**src/hw/rtl/dhtpfd_pkg.sv**
```systemverilog
package dhtpfd_pkg;

  localparam int unsigned NumBytes  = 5;
  localparam int unsigned CfgIdxW   = 3;
  localparam int unsigned CfgDataW  = 16;

  localparam logic [7:0] PulseFirstStart = 8'd3;
  localparam logic [7:0] PulseLastStart  = 8'd4;
  localparam logic [7:0] PulseLastData   = 8'd84;
  localparam logic [7:0] PulseTooMany    = 8'd86;

  localparam logic [15:0] StartMinRst  = 16'd400;
  localparam logic [15:0] StartMaxRst  = 16'd450;
  localparam logic [15:0] PulseMinRst  = 16'd100;
  localparam logic [15:0] PulseMaxRst  = 16'd400;
  localparam logic [15:0] GapMinRst    = 16'd250;
  localparam logic [15:0] GapMaxRst    = 16'd300;
  localparam logic [15:0] ZeroBelowRst = 16'd150;
  localparam logic [15:0] OneAboveRst  = 16'd300;

  typedef enum logic [2:0] {
    ST_OK        = 3'd0,
    ST_BAD_START = 3'd1,
    ST_TOO_MANY  = 3'd2,
    ST_BAD_WIDTH = 3'd3,
    ST_BAD_GAP   = 3'd4,
    ST_BAD_BIT   = 3'd5,
    ST_CHECKSUM  = 3'd6
  } status_e;

  typedef enum logic [1:0] {
    CMD_PULSE = 2'd0,
    CMD_START = 2'd1,
    CMD_CLEAR = 2'd2,
    CMD_NONE  = 2'd3
  } cmd_e;

  typedef enum logic [CfgIdxW-1:0] {
    CFG_START_MIN  = 3'd0,
    CFG_START_MAX  = 3'd1,
    CFG_PULSE_MIN  = 3'd2,
    CFG_PULSE_MAX  = 3'd3,
    CFG_GAP_MIN    = 3'd4,
    CFG_GAP_MAX    = 3'd5,
    CFG_ZERO_BELOW = 3'd6,
    CFG_ONE_ABOVE  = 3'd7
  } cfg_idx_e;

  typedef struct packed {
    logic [15:0] start_min;
    logic [15:0] start_max;
    logic [15:0] pulse_min;
    logic [15:0] pulse_max;
    logic [15:0] gap_min;
    logic [15:0] gap_max;
    logic [15:0] zero_below;
    logic [15:0] one_above;
  } cfg_t;

  typedef struct packed {
    status_e     status;
    logic [7:0]  pulse_cnt;
    logic [5:0]  bit_cnt;
    logic [NumBytes-1:0][7:0] data;
  } state_t;

  typedef struct packed {
    logic start_accepted;
    logic frame_done;
  } flags_t;

endpackage

```
**src/hw/rtl/dhtpfd_if.sv**
```systemverilog
interface dhtpfd_in_if;
  logic        valid;
  logic        ready;
  logic [1:0]  command;
  logic [15:0] pulse_width;

  modport source (output valid, output command, output pulse_width, input ready);
  modport sink   (input valid, input command, input pulse_width, output ready);
endinterface

interface dhtpfd_out_if;
  logic       valid;
  logic       ready;
  logic [2:0] status;
  logic       error_flag;
  logic       start_accepted;
  logic       frame_done;
  logic [7:0] humidity_whole;
  logic [7:0] humidity_tenths;
  logic [7:0] temperature_whole;
  logic [7:0] temperature_tenths;
  logic [7:0] checksum_byte;

  modport source (
    output valid, output status, output error_flag, output start_accepted,
    output frame_done, output humidity_whole, output humidity_tenths,
    output temperature_whole, output temperature_tenths, output checksum_byte,
    input ready
  );
  modport sink (
    input valid, input status, input error_flag, input start_accepted,
    input frame_done, input humidity_whole, input humidity_tenths,
    input temperature_whole, input temperature_tenths, input checksum_byte,
    output ready
  );
endinterface

```
**src/hw/rtl/dht_pulse_frame_decoder_unit.sv**
```systemverilog
// Pulse frame decoder for a single-wire humidity/temperature sensor.
// in_i carries one transaction per measured pulse or command (pulse, start,
// clear error). out_o returns exactly one result transaction per input
// transaction: the sticky status, error flag, start/frame-done strobes and
// the five data bytes as they stand after that transaction.
// A transaction accepted at one edge shows its result on out_o from the next
// cycle. One transaction is taken per cycle while out_o.ready is high; the
// decode is a single compare/shift/add pass between the state registers and
// the output register.
// When the receiver stalls, the result is held in the output register and
// in_i.ready drops until that result is taken; a transaction is still taken
// in the cycle the held result leaves.
// The cfg_* port writes the eight 16-bit window registers; write only while
// no result is pending. Reset restores the default windows, clears status,
// counters and data bytes, and empties the output register.
module dht_pulse_frame_decoder_unit #(
  parameter int unsigned MAX_PULSES = 128
) (
  input  logic                                clk_i,
  input  logic                                rst_ni,
  input  logic                                cfg_we_i,
  input  logic [dhtpfd_pkg::CfgIdxW-1:0]      cfg_idx_i,
  input  logic [dhtpfd_pkg::CfgDataW-1:0]     cfg_wdata_i,
  dhtpfd_in_if.sink                           in_i,
  dhtpfd_out_if.source                        out_o
);
  import dhtpfd_pkg::*;

  cfg_t   cfg_q;
  state_t st_q, st_d;
  flags_t flags;
  logic   in_fire;
  logic   out_valid_q;
  status_e     res_status_q;
  flags_t      res_flags_q;
  logic [NumBytes-1:0][7:0] res_data_q;

  assign in_i.ready = !out_valid_q || out_o.ready;
  assign in_fire    = in_i.valid && in_i.ready;

  always_ff @(posedge clk_i or negedge rst_ni) begin
    if (!rst_ni) begin
      cfg_q <= '{start_min: StartMinRst, start_max: StartMaxRst,
                 pulse_min: PulseMinRst, pulse_max: PulseMaxRst,
                 gap_min: GapMinRst, gap_max: GapMaxRst,
                 zero_below: ZeroBelowRst, one_above: OneAboveRst};
    end else if (cfg_we_i) begin
      unique case (cfg_idx_e'(cfg_idx_i))
        CFG_START_MIN:  cfg_q.start_min  <= cfg_wdata_i;
        CFG_START_MAX:  cfg_q.start_max  <= cfg_wdata_i;
        CFG_PULSE_MIN:  cfg_q.pulse_min  <= cfg_wdata_i;
        CFG_PULSE_MAX:  cfg_q.pulse_max  <= cfg_wdata_i;
        CFG_GAP_MIN:    cfg_q.gap_min    <= cfg_wdata_i;
        CFG_GAP_MAX:    cfg_q.gap_max    <= cfg_wdata_i;
        CFG_ZERO_BELOW: cfg_q.zero_below <= cfg_wdata_i;
        CFG_ONE_ABOVE:  cfg_q.one_above  <= cfg_wdata_i;
        default: ;
      endcase
    end
  end

  dhtpfd_step #(
    .MAX_PULSES(MAX_PULSES)
  ) u_step (
    .cfg_i         (cfg_q),
    .cur_i         (st_q),
    .command_i     (in_i.command),
    .pulse_width_i (in_i.pulse_width),
    .nxt_o         (st_d),
    .flags_o       (flags)
  );

  always_ff @(posedge clk_i or negedge rst_ni) begin
    if (!rst_ni) begin
      st_q <= '{status: ST_OK, pulse_cnt: '0, bit_cnt: '0, data: '0};
    end else if (in_fire) begin
      st_q <= st_d;
    end
  end

  always_ff @(posedge clk_i or negedge rst_ni) begin
    if (!rst_ni) begin
      out_valid_q <= 1'b0;
    end else if (in_fire) begin
      out_valid_q <= 1'b1;
    end else if (out_o.ready) begin
      out_valid_q <= 1'b0;
    end
  end

  always_ff @(posedge clk_i) begin
    if (in_fire) begin
      res_status_q <= st_d.status;
      res_flags_q  <= flags;
      res_data_q   <= st_d.data;
    end
  end

  assign out_o.valid              = out_valid_q;
  assign out_o.status             = res_status_q;
  assign out_o.error_flag         = (res_status_q != ST_OK);
  assign out_o.start_accepted     = res_flags_q.start_accepted;
  assign out_o.frame_done         = res_flags_q.frame_done;
  assign out_o.humidity_whole     = res_data_q[0];
  assign out_o.humidity_tenths    = res_data_q[1];
  assign out_o.temperature_whole  = res_data_q[2];
  assign out_o.temperature_tenths = res_data_q[3];
  assign out_o.checksum_byte      = res_data_q[4];

  a_cnt_bounded: assert property (@(posedge clk_i) disable iff (!rst_ni)
    st_q.pulse_cnt <= 8'(MAX_PULSES))
    else $error("pulse count beyond limit");

  a_err_holds_cnt: assert property (@(posedge clk_i) disable iff (!rst_ni)
    (in_fire && st_q.status != ST_OK) |=> $stable(st_q.pulse_cnt))
    else $error("pulse count moved while in error");

  a_start_clears: assert property (@(posedge clk_i) disable iff (!rst_ni)
    (in_fire && in_i.command == CMD_START && st_q.status == ST_OK)
      |=> (st_q.pulse_cnt == '0 && st_q.bit_cnt == '0 && out_o.start_accepted))
    else $error("accepted start did not clear counters");

  a_done_ok: assert property (@(posedge clk_i) disable iff (!rst_ni)
    (out_o.valid && out_o.frame_done)
      |-> (out_o.status == ST_OK && !out_o.start_accepted))
    else $error("frame done with bad status or start");

  a_stall_holds: assert property (@(posedge clk_i) disable iff (!rst_ni)
    (out_o.valid && !out_o.ready) |=> (out_o.valid && $stable(res_data_q)))
    else $error("stalled result changed");

endmodule

```
**src/hw/rtl/dhtpfd_step.sv**
```systemverilog
module dhtpfd_step #(
  parameter int unsigned MAX_PULSES = 128
) (
  input  dhtpfd_pkg::cfg_t   cfg_i,
  input  dhtpfd_pkg::state_t cur_i,
  input  logic [1:0]         command_i,
  input  logic [15:0]        pulse_width_i,
  output dhtpfd_pkg::state_t nxt_o,
  output dhtpfd_pkg::flags_t flags_o
);
  import dhtpfd_pkg::*;

  logic [7:0]  n;
  logic [15:0] w;
  logic [2:0]  byte_idx;
  logic        bit_ok;
  logic        bit_val;
  logic [7:0]  sum;
  state_t      nxt;
  flags_t      flags;

  assign n        = cur_i.pulse_cnt;
  assign w        = pulse_width_i;
  assign byte_idx = cur_i.bit_cnt[5:3];

  always_comb begin
    bit_ok  = 1'b0;
    bit_val = 1'b0;
    if (w < cfg_i.zero_below) begin
      bit_ok = 1'b1;
    end else if (w > cfg_i.one_above) begin
      bit_ok  = 1'b1;
      bit_val = 1'b1;
    end
  end

  always_comb begin
    nxt   = cur_i;
    flags = '0;
    sum   = '0;
    case (cmd_e'(command_i))
      CMD_PULSE: begin
        if (cur_i.status == ST_OK && n < 8'(MAX_PULSES)) begin
          nxt.pulse_cnt = n + 8'd1;
          if (n < PulseFirstStart) begin
            nxt.status = ST_OK;
          end else if (n <= PulseLastStart) begin
            if (w < cfg_i.start_min || w > cfg_i.start_max) nxt.status = ST_BAD_START;
          end else if (n >= PulseTooMany) begin
            nxt.status = ST_TOO_MANY;
          end else if (w > cfg_i.pulse_max || w < cfg_i.pulse_min) begin
            nxt.status = ST_BAD_WIDTH;
          end else if (n[0]) begin
            if (w < cfg_i.gap_min || w > cfg_i.gap_max) nxt.status = ST_BAD_GAP;
          end else if (!bit_ok) begin
            nxt.status = ST_BAD_BIT;
          end else begin
            for (int i = 0; i < NumBytes; i++) begin
              if (byte_idx == 3'(i)) nxt.data[i] = {cur_i.data[i][6:0], bit_val};
            end
            nxt.bit_cnt = cur_i.bit_cnt + 6'd1;
            if (n == PulseLastData) begin
              sum = nxt.data[0] + nxt.data[1] + nxt.data[2] + nxt.data[3];
              if (sum != nxt.data[4]) begin
                nxt.status = ST_CHECKSUM;
              end else begin
                flags.frame_done = 1'b1;
              end
            end
          end
        end
      end
      CMD_START: begin
        if (cur_i.status == ST_OK) begin
          nxt.pulse_cnt        = '0;
          nxt.bit_cnt          = '0;
          flags.start_accepted = 1'b1;
        end
      end
      CMD_CLEAR: nxt.status = ST_OK;
      default: ;
    endcase
  end

  assign nxt_o   = nxt;
  assign flags_o = flags;

endmodule

```
**src/flat_wrapper.sv**
```systemverilog
// flat-port wrapper written by rule: the top's interface ports become plain ports
module dht_pulse_frame_decoder_unit_flat import dhtpfd_pkg::*;
#(
  parameter int unsigned MAX_PULSES = 128
)
  (clk_i, rst_ni, cfg_we_i, cfg_idx_i, cfg_wdata_i, in_i_valid, in_i_command, in_i_pulse_width, in_i_ready, out_o_valid, out_o_status, out_o_error_flag, out_o_start_accepted, out_o_frame_done, out_o_humidity_whole, out_o_humidity_tenths, out_o_temperature_whole, out_o_temperature_tenths, out_o_checksum_byte, out_o_ready);
  dhtpfd_in_if in_i_i ();
  dhtpfd_out_if out_o_i ();
  input  logic clk_i;
  input  logic rst_ni;
  input  logic cfg_we_i;
  input  logic [dhtpfd_pkg::CfgIdxW-1:0] cfg_idx_i;
  input  logic [dhtpfd_pkg::CfgDataW-1:0] cfg_wdata_i;
  input wire logic [$bits(in_i_i.valid)-1:0] in_i_valid;
  input wire logic [$bits(in_i_i.command)-1:0] in_i_command;
  input wire logic [$bits(in_i_i.pulse_width)-1:0] in_i_pulse_width;
  output wire logic [$bits(in_i_i.ready)-1:0] in_i_ready;
  output wire logic [$bits(out_o_i.valid)-1:0] out_o_valid;
  output wire logic [$bits(out_o_i.status)-1:0] out_o_status;
  output wire logic [$bits(out_o_i.error_flag)-1:0] out_o_error_flag;
  output wire logic [$bits(out_o_i.start_accepted)-1:0] out_o_start_accepted;
  output wire logic [$bits(out_o_i.frame_done)-1:0] out_o_frame_done;
  output wire logic [$bits(out_o_i.humidity_whole)-1:0] out_o_humidity_whole;
  output wire logic [$bits(out_o_i.humidity_tenths)-1:0] out_o_humidity_tenths;
  output wire logic [$bits(out_o_i.temperature_whole)-1:0] out_o_temperature_whole;
  output wire logic [$bits(out_o_i.temperature_tenths)-1:0] out_o_temperature_tenths;
  output wire logic [$bits(out_o_i.checksum_byte)-1:0] out_o_checksum_byte;
  input wire logic [$bits(out_o_i.ready)-1:0] out_o_ready;
  assign in_i_i.valid = in_i_valid;
  assign in_i_i.command = in_i_command;
  assign in_i_i.pulse_width = in_i_pulse_width;
  assign in_i_ready = in_i_i.ready;
  assign out_o_valid = out_o_i.valid;
  assign out_o_status = out_o_i.status;
  assign out_o_error_flag = out_o_i.error_flag;
  assign out_o_start_accepted = out_o_i.start_accepted;
  assign out_o_frame_done = out_o_i.frame_done;
  assign out_o_humidity_whole = out_o_i.humidity_whole;
  assign out_o_humidity_tenths = out_o_i.humidity_tenths;
  assign out_o_temperature_whole = out_o_i.temperature_whole;
  assign out_o_temperature_tenths = out_o_i.temperature_tenths;
  assign out_o_checksum_byte = out_o_i.checksum_byte;
  assign out_o_i.ready = out_o_ready;
  dht_pulse_frame_decoder_unit #(.MAX_PULSES(MAX_PULSES)) u_core (.clk_i(clk_i), .rst_ni(rst_ni), .cfg_we_i(cfg_we_i), .cfg_idx_i(cfg_idx_i), .cfg_wdata_i(cfg_wdata_i), .in_i(in_i_i), .out_o(out_o_i));
endmodule
```
**config.mk**
```make
export PLATFORM = sky130hd
export DESIGN_NAME = dht_pulse_frame_decoder_unit_flat
export DESIGN_NICKNAME = d
export VERILOG_FILES = /design/src/hw/rtl/dhtpfd_pkg.sv /design/src/hw/rtl/dhtpfd_if.sv /design/src/hw/rtl/dht_pulse_frame_decoder_unit.sv /design/src/hw/rtl/dhtpfd_step.sv /design/src/flat_wrapper.sv
export SDC_FILE = /design/constraint.sdc
export NUM_CORES = 1
export LEC_CHECK = 0
export ABC_AREA = 1
export BUFFER_PORTS_ARGS = -buffer_cell sky130_fd_sc_hd__buf_2
export CORE_MARGIN = 10
export CORE_UTILIZATION = 60
export CTS_BUF_LIST = sky130_fd_sc_hd__clkbuf_8 sky130_fd_sc_hd__clkbuf_16
export DETAILED_ROUTE_END_ITERATION = 6
export GPL_ROUTABILITY_DRIVEN = 0
export PLACE_DENSITY = 0.79
export REMOVE_ABC_BUFFERS = 1
export SKIP_LAST_GASP = 1
export SLEW_MARGIN = 5
export SYNTH_ARGS = -nofsm -noshare
export SYNTH_HDL_FRONTEND = slang
export SYNTH_SLANG_ARGS = --single-unit
export TNS_END_PERCENT = 50
```
**constraint.sdc**
```tcl
create_clock -name clk_i -period 11.1 [get_ports clk_i]
set_clock_uncertainty 0.1 [all_clocks]
set_input_delay 1.11 -clock clk_i [delete_from_list [all_inputs] [get_ports clk_i]]
set_output_delay 1.11 -clock clk_i [all_outputs]
set_load 0.01 [all_outputs]
```
Word level (Yosys, flattened, before mapping)
Index checks and enable logic that the tools add are counted.
- flip-flop bits (word level): 231
- input port bits: 42
- output and inout port bits: 48
- word-level logic and storage cells: 167
- $add $sub $neg: 5
- magnitude comparators: 12
- equal/unequal tests: 23
- muxes and demuxes: 73
- bitwise operators: 4
- reductions and logical operators: 25
- operators with widths (kind ; count):
    $mux 8 ; 45
    $mux 46 ; 6
    $gt 16x16->1 ; 4
    $lt 16x16->1 ; 4
    $mux 57 ; 1
    $mux 40 ; 1
    $mux 3 ; 10
    $pmux 14 s2 ; 1
    $add 8x8->8 ; 3
    $ne 2x2->1 const B ; 8
    $reduce_and 2->1 ; 8
    $eq 3x3->1 const B ; 5
    $mux 14 ; 1
    $eq 3x2->1 const B ; 4
    $reduce_and 10->1 ; 1
    $logic_not 3->1 ; 3
    $reduce_or 9->1 ; 1
    $add 8x1->8 const B ; 1
    $eq 8x7->1 const B ; 1
    $ge 8x7->1 const B ; 1
    $le 8x3->1 const B ; 1
    $lt 8x2->1 const B ; 1
    $lt 8x8->1 const B ; 1
    $ne 8x8->1 ; 1
    14 further kinds ; 29

Depth between registers and ports, before layout
Gate-level depths: netlist (run 1).
- depth after elaboration: 26
- depth in mapped cells: 44
- gate-level depth less buffers: 44

Cells and area by module
Synthesis (run 1) repeated with hierarchy kept, for this count alone.
- cells, all modules: 1851
- area, all modules: 14362.5 um2
- modules (own cells, without submodules) (module ; instances ; cells each ; area each (um2) ; sequential area each (um2)):
    dht_pulse_frame_decoder_unit ; 1 ; 877 ; 8687.1 ; 6044.5
    dhtpfd_step ; 1 ; 974 ; 5675.4 ; 0.0

Worst setup path after synthesis (run 1)
OpenSTA, ideal clock, no wires.
- kind: input-to-reg
- from: input in_i_pulse_width[0]
- to: register u_core.st_q[54] (netlist name)
- library setup time: 65 ps
- arrival time: 5074 ps
- required time: 10935 ps
- slack: 5861 ps
- stages on the path: 43
- buffers on the path: 0
- cells stage by stage: inv_1 > ha_1 > inv_1 > nand2_1 > nand2_1 > nand2_1 > nand2_1 > nand2_1 > nand2_1 > nand2_1 > a21oi_2 > nand2_1 > inv_1 > o21ai_0 > fa_1 > fa_1 > inv_1 > ha_1 > [... 7 more ...] > nand2_1 > nor2_1 > nand3_1 > nor2_1 > nand2_1 > nor2_2 > nand3_2 > nand2_2 > nand2_1 > nand2_1 > nand2_1 > nand2_1 > nand2_1 > nand2_1 > nand2_1 > nand2_2 > nand2_2 > nand2_2
- RTL lines (item ; RTL line ; source):
    start: declaration ; flat_wrapper.sv:16 ; input wire logic [$bits(in_i_i.pulse_width)-1:0] in_i_pulse_width;
    end signal: assignment ; dht_pulse_frame_decoder_unit.sv:75 ; st_q <= '{status: ST_OK, pulse_cnt: '0, bit_cnt: '0, data: '0};
    end signal: assignment ; dht_pulse_frame_decoder_unit.sv:77 ; st_q <= st_d;
    end: declaration ; dht_pulse_frame_decoder_unit.sv:30 ; state_t st_q, st_d;

==> results of run 1 <==
-- registers in the layout, summed over array words and instances, names as in the netlist --
register                         flops
u_core.out_o.status                  3
u_core.out_o.temperature_tenths      8
u_core.cfg_q                       128
u_core.out_o.temperature_whole       8
u_core.out_o.checksum_byte           8
u_core.st_q                         57
u_core.out_o.humidity_tenths         8
u_core.out_o.humidity_whole          8
u_core.out_o.start_accepted          1
u_core.out_o.frame_done              1
u_core.out_o.valid                   1
-- how the worst max path moves through the flow --
stage | from | to | slack [ps]
floorplan | out_o_ready | u_core.st_q[41] | 5790
global placement | in_i_pulse_width[7] | u_core.st_q[54] | 5300
detailed placement | in_i_pulse_width[15] | u_core.st_q[54] | 5150
CTS | in_i_pulse_width[15] | u_core.st_q[54] | 5660
global route | in_i_pulse_width[0] | u_core.st_q[54] | 5140
finish | in_i_pulse_width[15] | u_core.st_q[54] | 5600
-- synth_stat cells (all sizes together), types with 11 or more instances --
cell type,count,share of area [%]
fa,14,2.0
nor2,49,1.5
nor3,19,0.72
o21ai,237,8.7
nand4,16,0.72
dfrtp,155,28
a21oi,79,2.9
ha,134,12
nand3,52,2.0
buf,11,0.52
clkbuf,36,0.98
dfstp,31,5.9
nand2,489,14
inv,302,8.2
edfxtp,45,9.8
-- kinds of logic after synthesis --
family / Yosys count
AO/OA/AOI/OAI: 348
XOR/XNOR: 3
adder cells (fa/ha/maj): 148
buffers and inverters: 351
flip-flops: 231
multiplexers: 1
AND/OR/NAND/NOR: 631
-- power breakdown --
group	switching, mW	leakage [nW]	internal, mW
combinational	1.16	4.85	0.661
clock	0.355	0.424	0.518
sequential	0.136	2.75	1.10
total	1.65	8.03	2.28
-- routing by layer --
metal,share of wire (%),GRT usage [%],vias to the layer above
li1,-,-,5687
met1,45,32.6,5500
met2,46,38.0,375
met3,6.7,3.24,59
met4,2.7,7.08,0
met5,0,0,-
-- area by class of cell --
| class | count | area (µm²) | area share [%] |
|---|---|---|---|
| multi-input combinational | 1131 | 6450 | 42.0 |
| sequential | 231 | 6040 | 39.3 |
| inverter | 304 | 1140 | 7.43 |
| clock buffer | 27 | 653 | 4.25 |
| timing repair buffer | 98 | 522 | 3.40 |
| tap | 285 | 357 | 2.32 |
| clock inverter | 18 | 196 | 1.28 |
-- per-stage QoR --
step	cell area, µm²	instances	setup WS (ps)	total power [mW]	util (%)
after detailed placement	14500	2049	5150	3.04	64.1
after global routing	15400	2094	5140	4.28	67.9
after global placement	14500	2049	5300	2.97	64.1
after floorplan	13600	1666	5790	2.57	-
final	15400	2094	5600	3.93	67.9
after CTS	15400	2094	5660	3.93	67.9
-- worst max-delay path: cells and delay by family --
kind,cells,cell delay (ps)
simple gates,26,1990
buf+inv,4,400
fa+ha+maj,5,1820
compound gates,3,520
==> summary.md, run 1 <==
| Metric | Value |
|---|---|
| Outcome | finished clean |
| WS Path Type | primary input to flop |
| Max transition margin | roughly 16% |
| Slowest CP cell | fa_1 |
| Unrepaired setup endpoints after global routing | no |
| Register bit total from synthesis | 231 |
| Routed wire per std cell | about 16 µm |
| Tcrit/Tclk final | 49.5% |
| FFs w/ async S/R, synth | 80.5% |
| Leading cell type in the layout, fill and taps excluded | nand2_1 |
| Mean Syn Cell Area | 8.08 µm² |
| Iteration count of the initial detailed-routing pass | 5 |
| Setup bufs post-CTS | 0 |
| Layout area overhead | 11.1% |
| Count of cell types in the netlist | 49 |
| Clk_lat worst skew | 530 ps |
| Sink count of the clock tree | 231 |
| Hold WS | between 300 and 400 ps |
| Hold depth | 2 |
| I/O Pins | 90 |
| Detailed Route Iter0 Violations | just over 1000 |
| Critical path endpoint category | flop |
| Fmax | 182 MHz |
| Cells after Synth | about 1700 |
| Hold Path End | u_core.cfg_q[117] |
| WP data required | roughly 11000 ps |
| Fillers | 1825 |
| DRC viols | 0 |
| Post-layout min period | 5500 ps |
| Worst hold path type | flop to flop |
| Routed WL | 34500 µm |
| Antenna cells | 0 |
| NumNets Final | 1981 |
| Worst slew pin tran | 1260 ps |
| Via count | around 12000 |
| Hold Startpoint | u_core.cfg_q[117] |
| Global-route wire length before repair | between 50000 and 60000 µm |
| Largest family of logic cells by synthesized area | simple AND/OR/NAND/NOR gates |
| CTS Buffer Depth | 3 |
| Vias per inst | 5.55 |
| Root Driver | clkbuf_16 |
| Post-Synth XOR/XNOR Area | 0.190% |
| Compound-cell area share of the yosys netlist | 13.3% |
| Most frequent cells in the layout | 477 x nand2_1, 298 x inv_1, 182 x o21ai_0 |
| LEAKAGE | 8.03 nW |
| Yosys warning count | 0 |
| R2r endpoint | u_core.st_q[54] |
| Crit path max fanout | 8 |
| Final Max Tran Viols | 0 |
| Top_reg_cell synth | dfrtp_1 |
| Multiplexer share of the synthesized area | less than 1% |
| CTS buffer count | 25 |
| Delay of the slowest critical-path stage | between 400 and 500 ps |
| Largest net degree at the start of global routing | 108 |
| Critical Path Start Type | primary input |
| Worst Path Arrival | 5850 ps |
| Die W | 172 µm |
| Detail Placement HPWL | 24300 µm |
| Die ar. | 29500 µm² |
| Global Route Usage Sum | 23.6% |
| Worst reg2reg setup slack | 5850 ps |
| Vias in the first global route | 11500 |
| DIE HEIGHT | 172 µm |
| Clk slew on worst S/H paths | roughly 60 ps |
| TNS Setup | 0 ps |
| H-tree depth | 1 |
| Setup violations, final | 0 |
| Number of synthesized flops with an enable pin | between 40 and 50 |
| Cts hold-fix bufs | 0 |
| Register area share after synthesis | 43.7% |
| Worst R2R Start | u_core.cfg_q[3] |
| Grt ovf | 0 |
| PortBufs | slightly below 90 |
| Layout cells sized above 1 | 11.3% |
| Synth Cell Area | 13800 µm² |
| Endpoints failing hold | 0 |
| PostCTS Resize Cnt | 0 |
| Reg2Reg Depth | 42 |
| Starting density of the core | 61.1% |
| Max Cap Viol | 0 |
| Post-Synth Adder-Cell Area | 14.1% |
| Antenna viol nets, final | 0 |
| VDD IR max | between 0.15 and 0.2 mV |
| Core area | 22600 µm² |
| Row count | 55 |
| Simple-gate share of the synthesized area | a little under a fifth |
| TritonCTS clock tree | yes |
| Antenna violations before repair | 0 |
| Top cell by count, worst path | nand2_1 |
| Pwr dens | 256 nW/µm² |
No activity file was read; power rests on OpenSTA's default activity.
==> inputs of run 2 (changes only) <==
- CORE_UTILIZATION: 60 -> 56
- PLACE_DENSITY: 0.79 -> 0.77
- clock period: 11.1 -> 4.46 ns (I/O delays scaled with it)
==> run 2 against run 1 <==
- the run now ends with negative hold slack, negative setup slack left
- first-iteration DRC count is 5.2% lower
- global-route usage is 2.1 points lower
- design area rose by 4.9%
- via count up 1.7%
- clock-buffer cell count increased by 6
- clock power increased to 2.6 times the previous value
- total power increased to 2.7 times the previous value
- utilization fell by 1.6 points
- non-clock buffer count is 63 higher
- worst hold slack worse by 390 ps
- sequential power up 150%
- critical endpoint unchanged
- largest cell class unchanged
- highest routed layer unchanged
==> summary.md, run 2 (synthesized netlist as in run 1, its figures left out) <==
| Metric | Value |
|---|---|
| Iteration count of the initial detailed-routing pass | 6 |
| Layout area overhead | 16.5% |
| I/O Pins | 90 |
| TritonCTS clock tree | yes |
| Slowest CP cell | dfstp_2 |
| Root Driver | clkbuf_16 |
| Final WS setup | -452 ps |
| Crit path max fanout | 3 |
| Max reg flops | 128 |
| Max transition margin | 24.7% |
| Largest net degree at the start of global routing | 126 |
| Hold WS | -11.3 ps |
| Worst Path Arrival | roughly 5300 ps |
| Sink count of the clock tree | 231 |
| Worst hold path type | primary input to async pin |
| CTS buffer count | 26 |
| CTS Buffer Depth | 3 |
| Grt met1 use | 28.4% |
| Via count | roughly 12000 |
| Tcrit/Tclk final | 110% |
| DRC viols | 0 |
| Row count | 57 |
| Layout cells sized above 1 | 15.8% |
| Clk_lat worst skew | 540 ps |
| Leading cell type in the layout, fill and taps excluded | nand2_1 |
| Global-route wire length before repair | 55800 µm |
| LEAKAGE | 8.39 nW |
| Die ar. | between 30000 and 40000 µm² |
| Final Instance Area | 16100 µm² |
| Endpoints failing hold | 20 |
| WS Path Type | flop to flop |
| Top cell by count, worst path | nand2_1 |
| PortBufs | 89 |
| Outcome | finished with violations |
| Regs by FF count | u_core.cfg_q (128), u_core.st_q (57) |
| Final Max Tran Viols | 0 |
| Worst slew pin tran | 1130 ps |
| Antenna cells | 0 |
| Critical path endpoint category | flop |
| Routed WL | 34100 µm |
| Grt ovf | 0 |
| Met3 GRT Util | 3.84% |
| Starting density of the core | a little under three fifths |
| Antenna violations before repair | 0 |
| Most frequent cells in the layout | 472 x nand2_1, 291 x inv_1, 180 x o21ai_0 |
| Global route hottest layer | met2 |
| Tot Pwr | 10.4 mW |
| Met2 Use GR | a little over a third |
| Max Cap Viol | 0 |
| Setup violations, final | 7 |
| Most flops, register | u_core.cfg_q |
| VDD IR max | 0.560 mV |
| H-tree depth | 1 |
| Clk slew on worst S/H paths | 60 ps |
| Critical Path Start Type | flop |
| Vias in the first global route | 11400 |
| WP data required | 4840 ps |
| TNS Setup | -2840 ps |
| Die W | between 150 and 200 µm |
| Pwr dens | 648 nW/µm² |
| Global Route Usage Sum | between 20% and 30% |
| DIE HEIGHT | 177 µm |
| Detail Placement HPWL | 24800 µm |
| Routed wire per std cell | 15.5 µm |
| NumNets Final | approximately 2000 |
| Unrepaired setup endpoints after global routing | yes |
| Fmax | 204 MHz |
| Post-layout min period | 4910 ps |
| Dpl cell area | 15100 µm² |
| Detailed Route Iter0 Violations | 960 |
| Antenna viol nets, final | 0 |
| Vias per inst | ~5.4 |
| Core area | 24300 µm² |
| Delay of the slowest critical-path stage | between 500 and 600 ps |
| Failing checks | negative hold slack, negative setup slack |
-- run 2: changes by cell type in the layout (fill, tap and decap cells not counted), sizes merged --
| cell | delta |
|---|---|
| buf | +63 |
| clkinv | -3 |
| inv | -1 |
| clkbuf | +6 |
| clkinvlp | +1 |
-- run 2: path summary, 6_finish.rpt --
path / start / to / slack (ps) / depth (start not counted)
hold / removal: rst_ni / u_core.cfg_q[125] / -10 / 1
hold reg to reg: u_core.cfg_q[92] / u_core.cfg_q[92] / 390 / 2
setup reg to reg: u_core.cfg_q[5] / u_core.st_q[54] / -450 / 37
setup / recovery: u_core.cfg_q[5] / u_core.st_q[54] / -450 / 37
max in group asynchronous: rst_ni / u_core.cfg_q[97] / 3340 / 2
min in group clk_i: cfg_wdata_i[2] / u_core.cfg_q[2] / 30 / 3
-- run 2: repair_timing --
action                                  CTS  global route
setup buffers                             3             1
hold buffers                              0             0
resized for setup                        25             5
pin swaps                                 8             6
hold endpoints to repair                  0             0
endpoints found under the setup margin    7             7
cloned                                    0             0
-- run 2: through the flow --
step | util [%] | setup WS (ps) | hold WS, ps | instances
CTS | 66.2 | -441 | 11.9 | 2198
global placement | 61.9 | -606 | 362 | 2147
floorplan | - | -188 | 50.4 | 1666
finish | 66.3 | -452 | -11.3 | 2199
global route | 66.3 | -841 | 34.8 | 2199
detailed placement | 61.9 | -744 | 373 | 2147
-- run 2: final cells by class --
cell class	count	area (µm²)
inverter	304	1140
tap	324	405
multi-input combinational	1131	6550
fill	1981	8200
clock buffer	33	758
clock inverter	15	171
timing repair buffer	161	1040
sequential	231	6040
-- run 2: worst max-delay path, delay by kind of cell (launching register included) --
kind	cells	cell delay, ps
compound gates	3	360
fa+ha+maj	5	1770
buf+inv	4	250
flops	1	520
simple gates	25	1780
-- run 2: metal layers --
layer | vias up | routed length, µm | share of wire (%)
li1 | 5801 | - | -
met5 | - | 0 | 0
met1 | 5606 | 14900 | 44
met4 | 0 | 817 | 2.4
met2 | 337 | 16200 | 48
met3 | 70 | 2100 | 6.2
-- run 2: where the power goes --
part | total, mW | switching (mW) | leakage (nW) | internal [mW]
registers | 3.06 | 0.321 | 2.75 | 2.74
logic | 5.10 | 3.04 | 5.17 | 2.06
clock network | 2.28 | 0.860 | 0.459 | 1.42
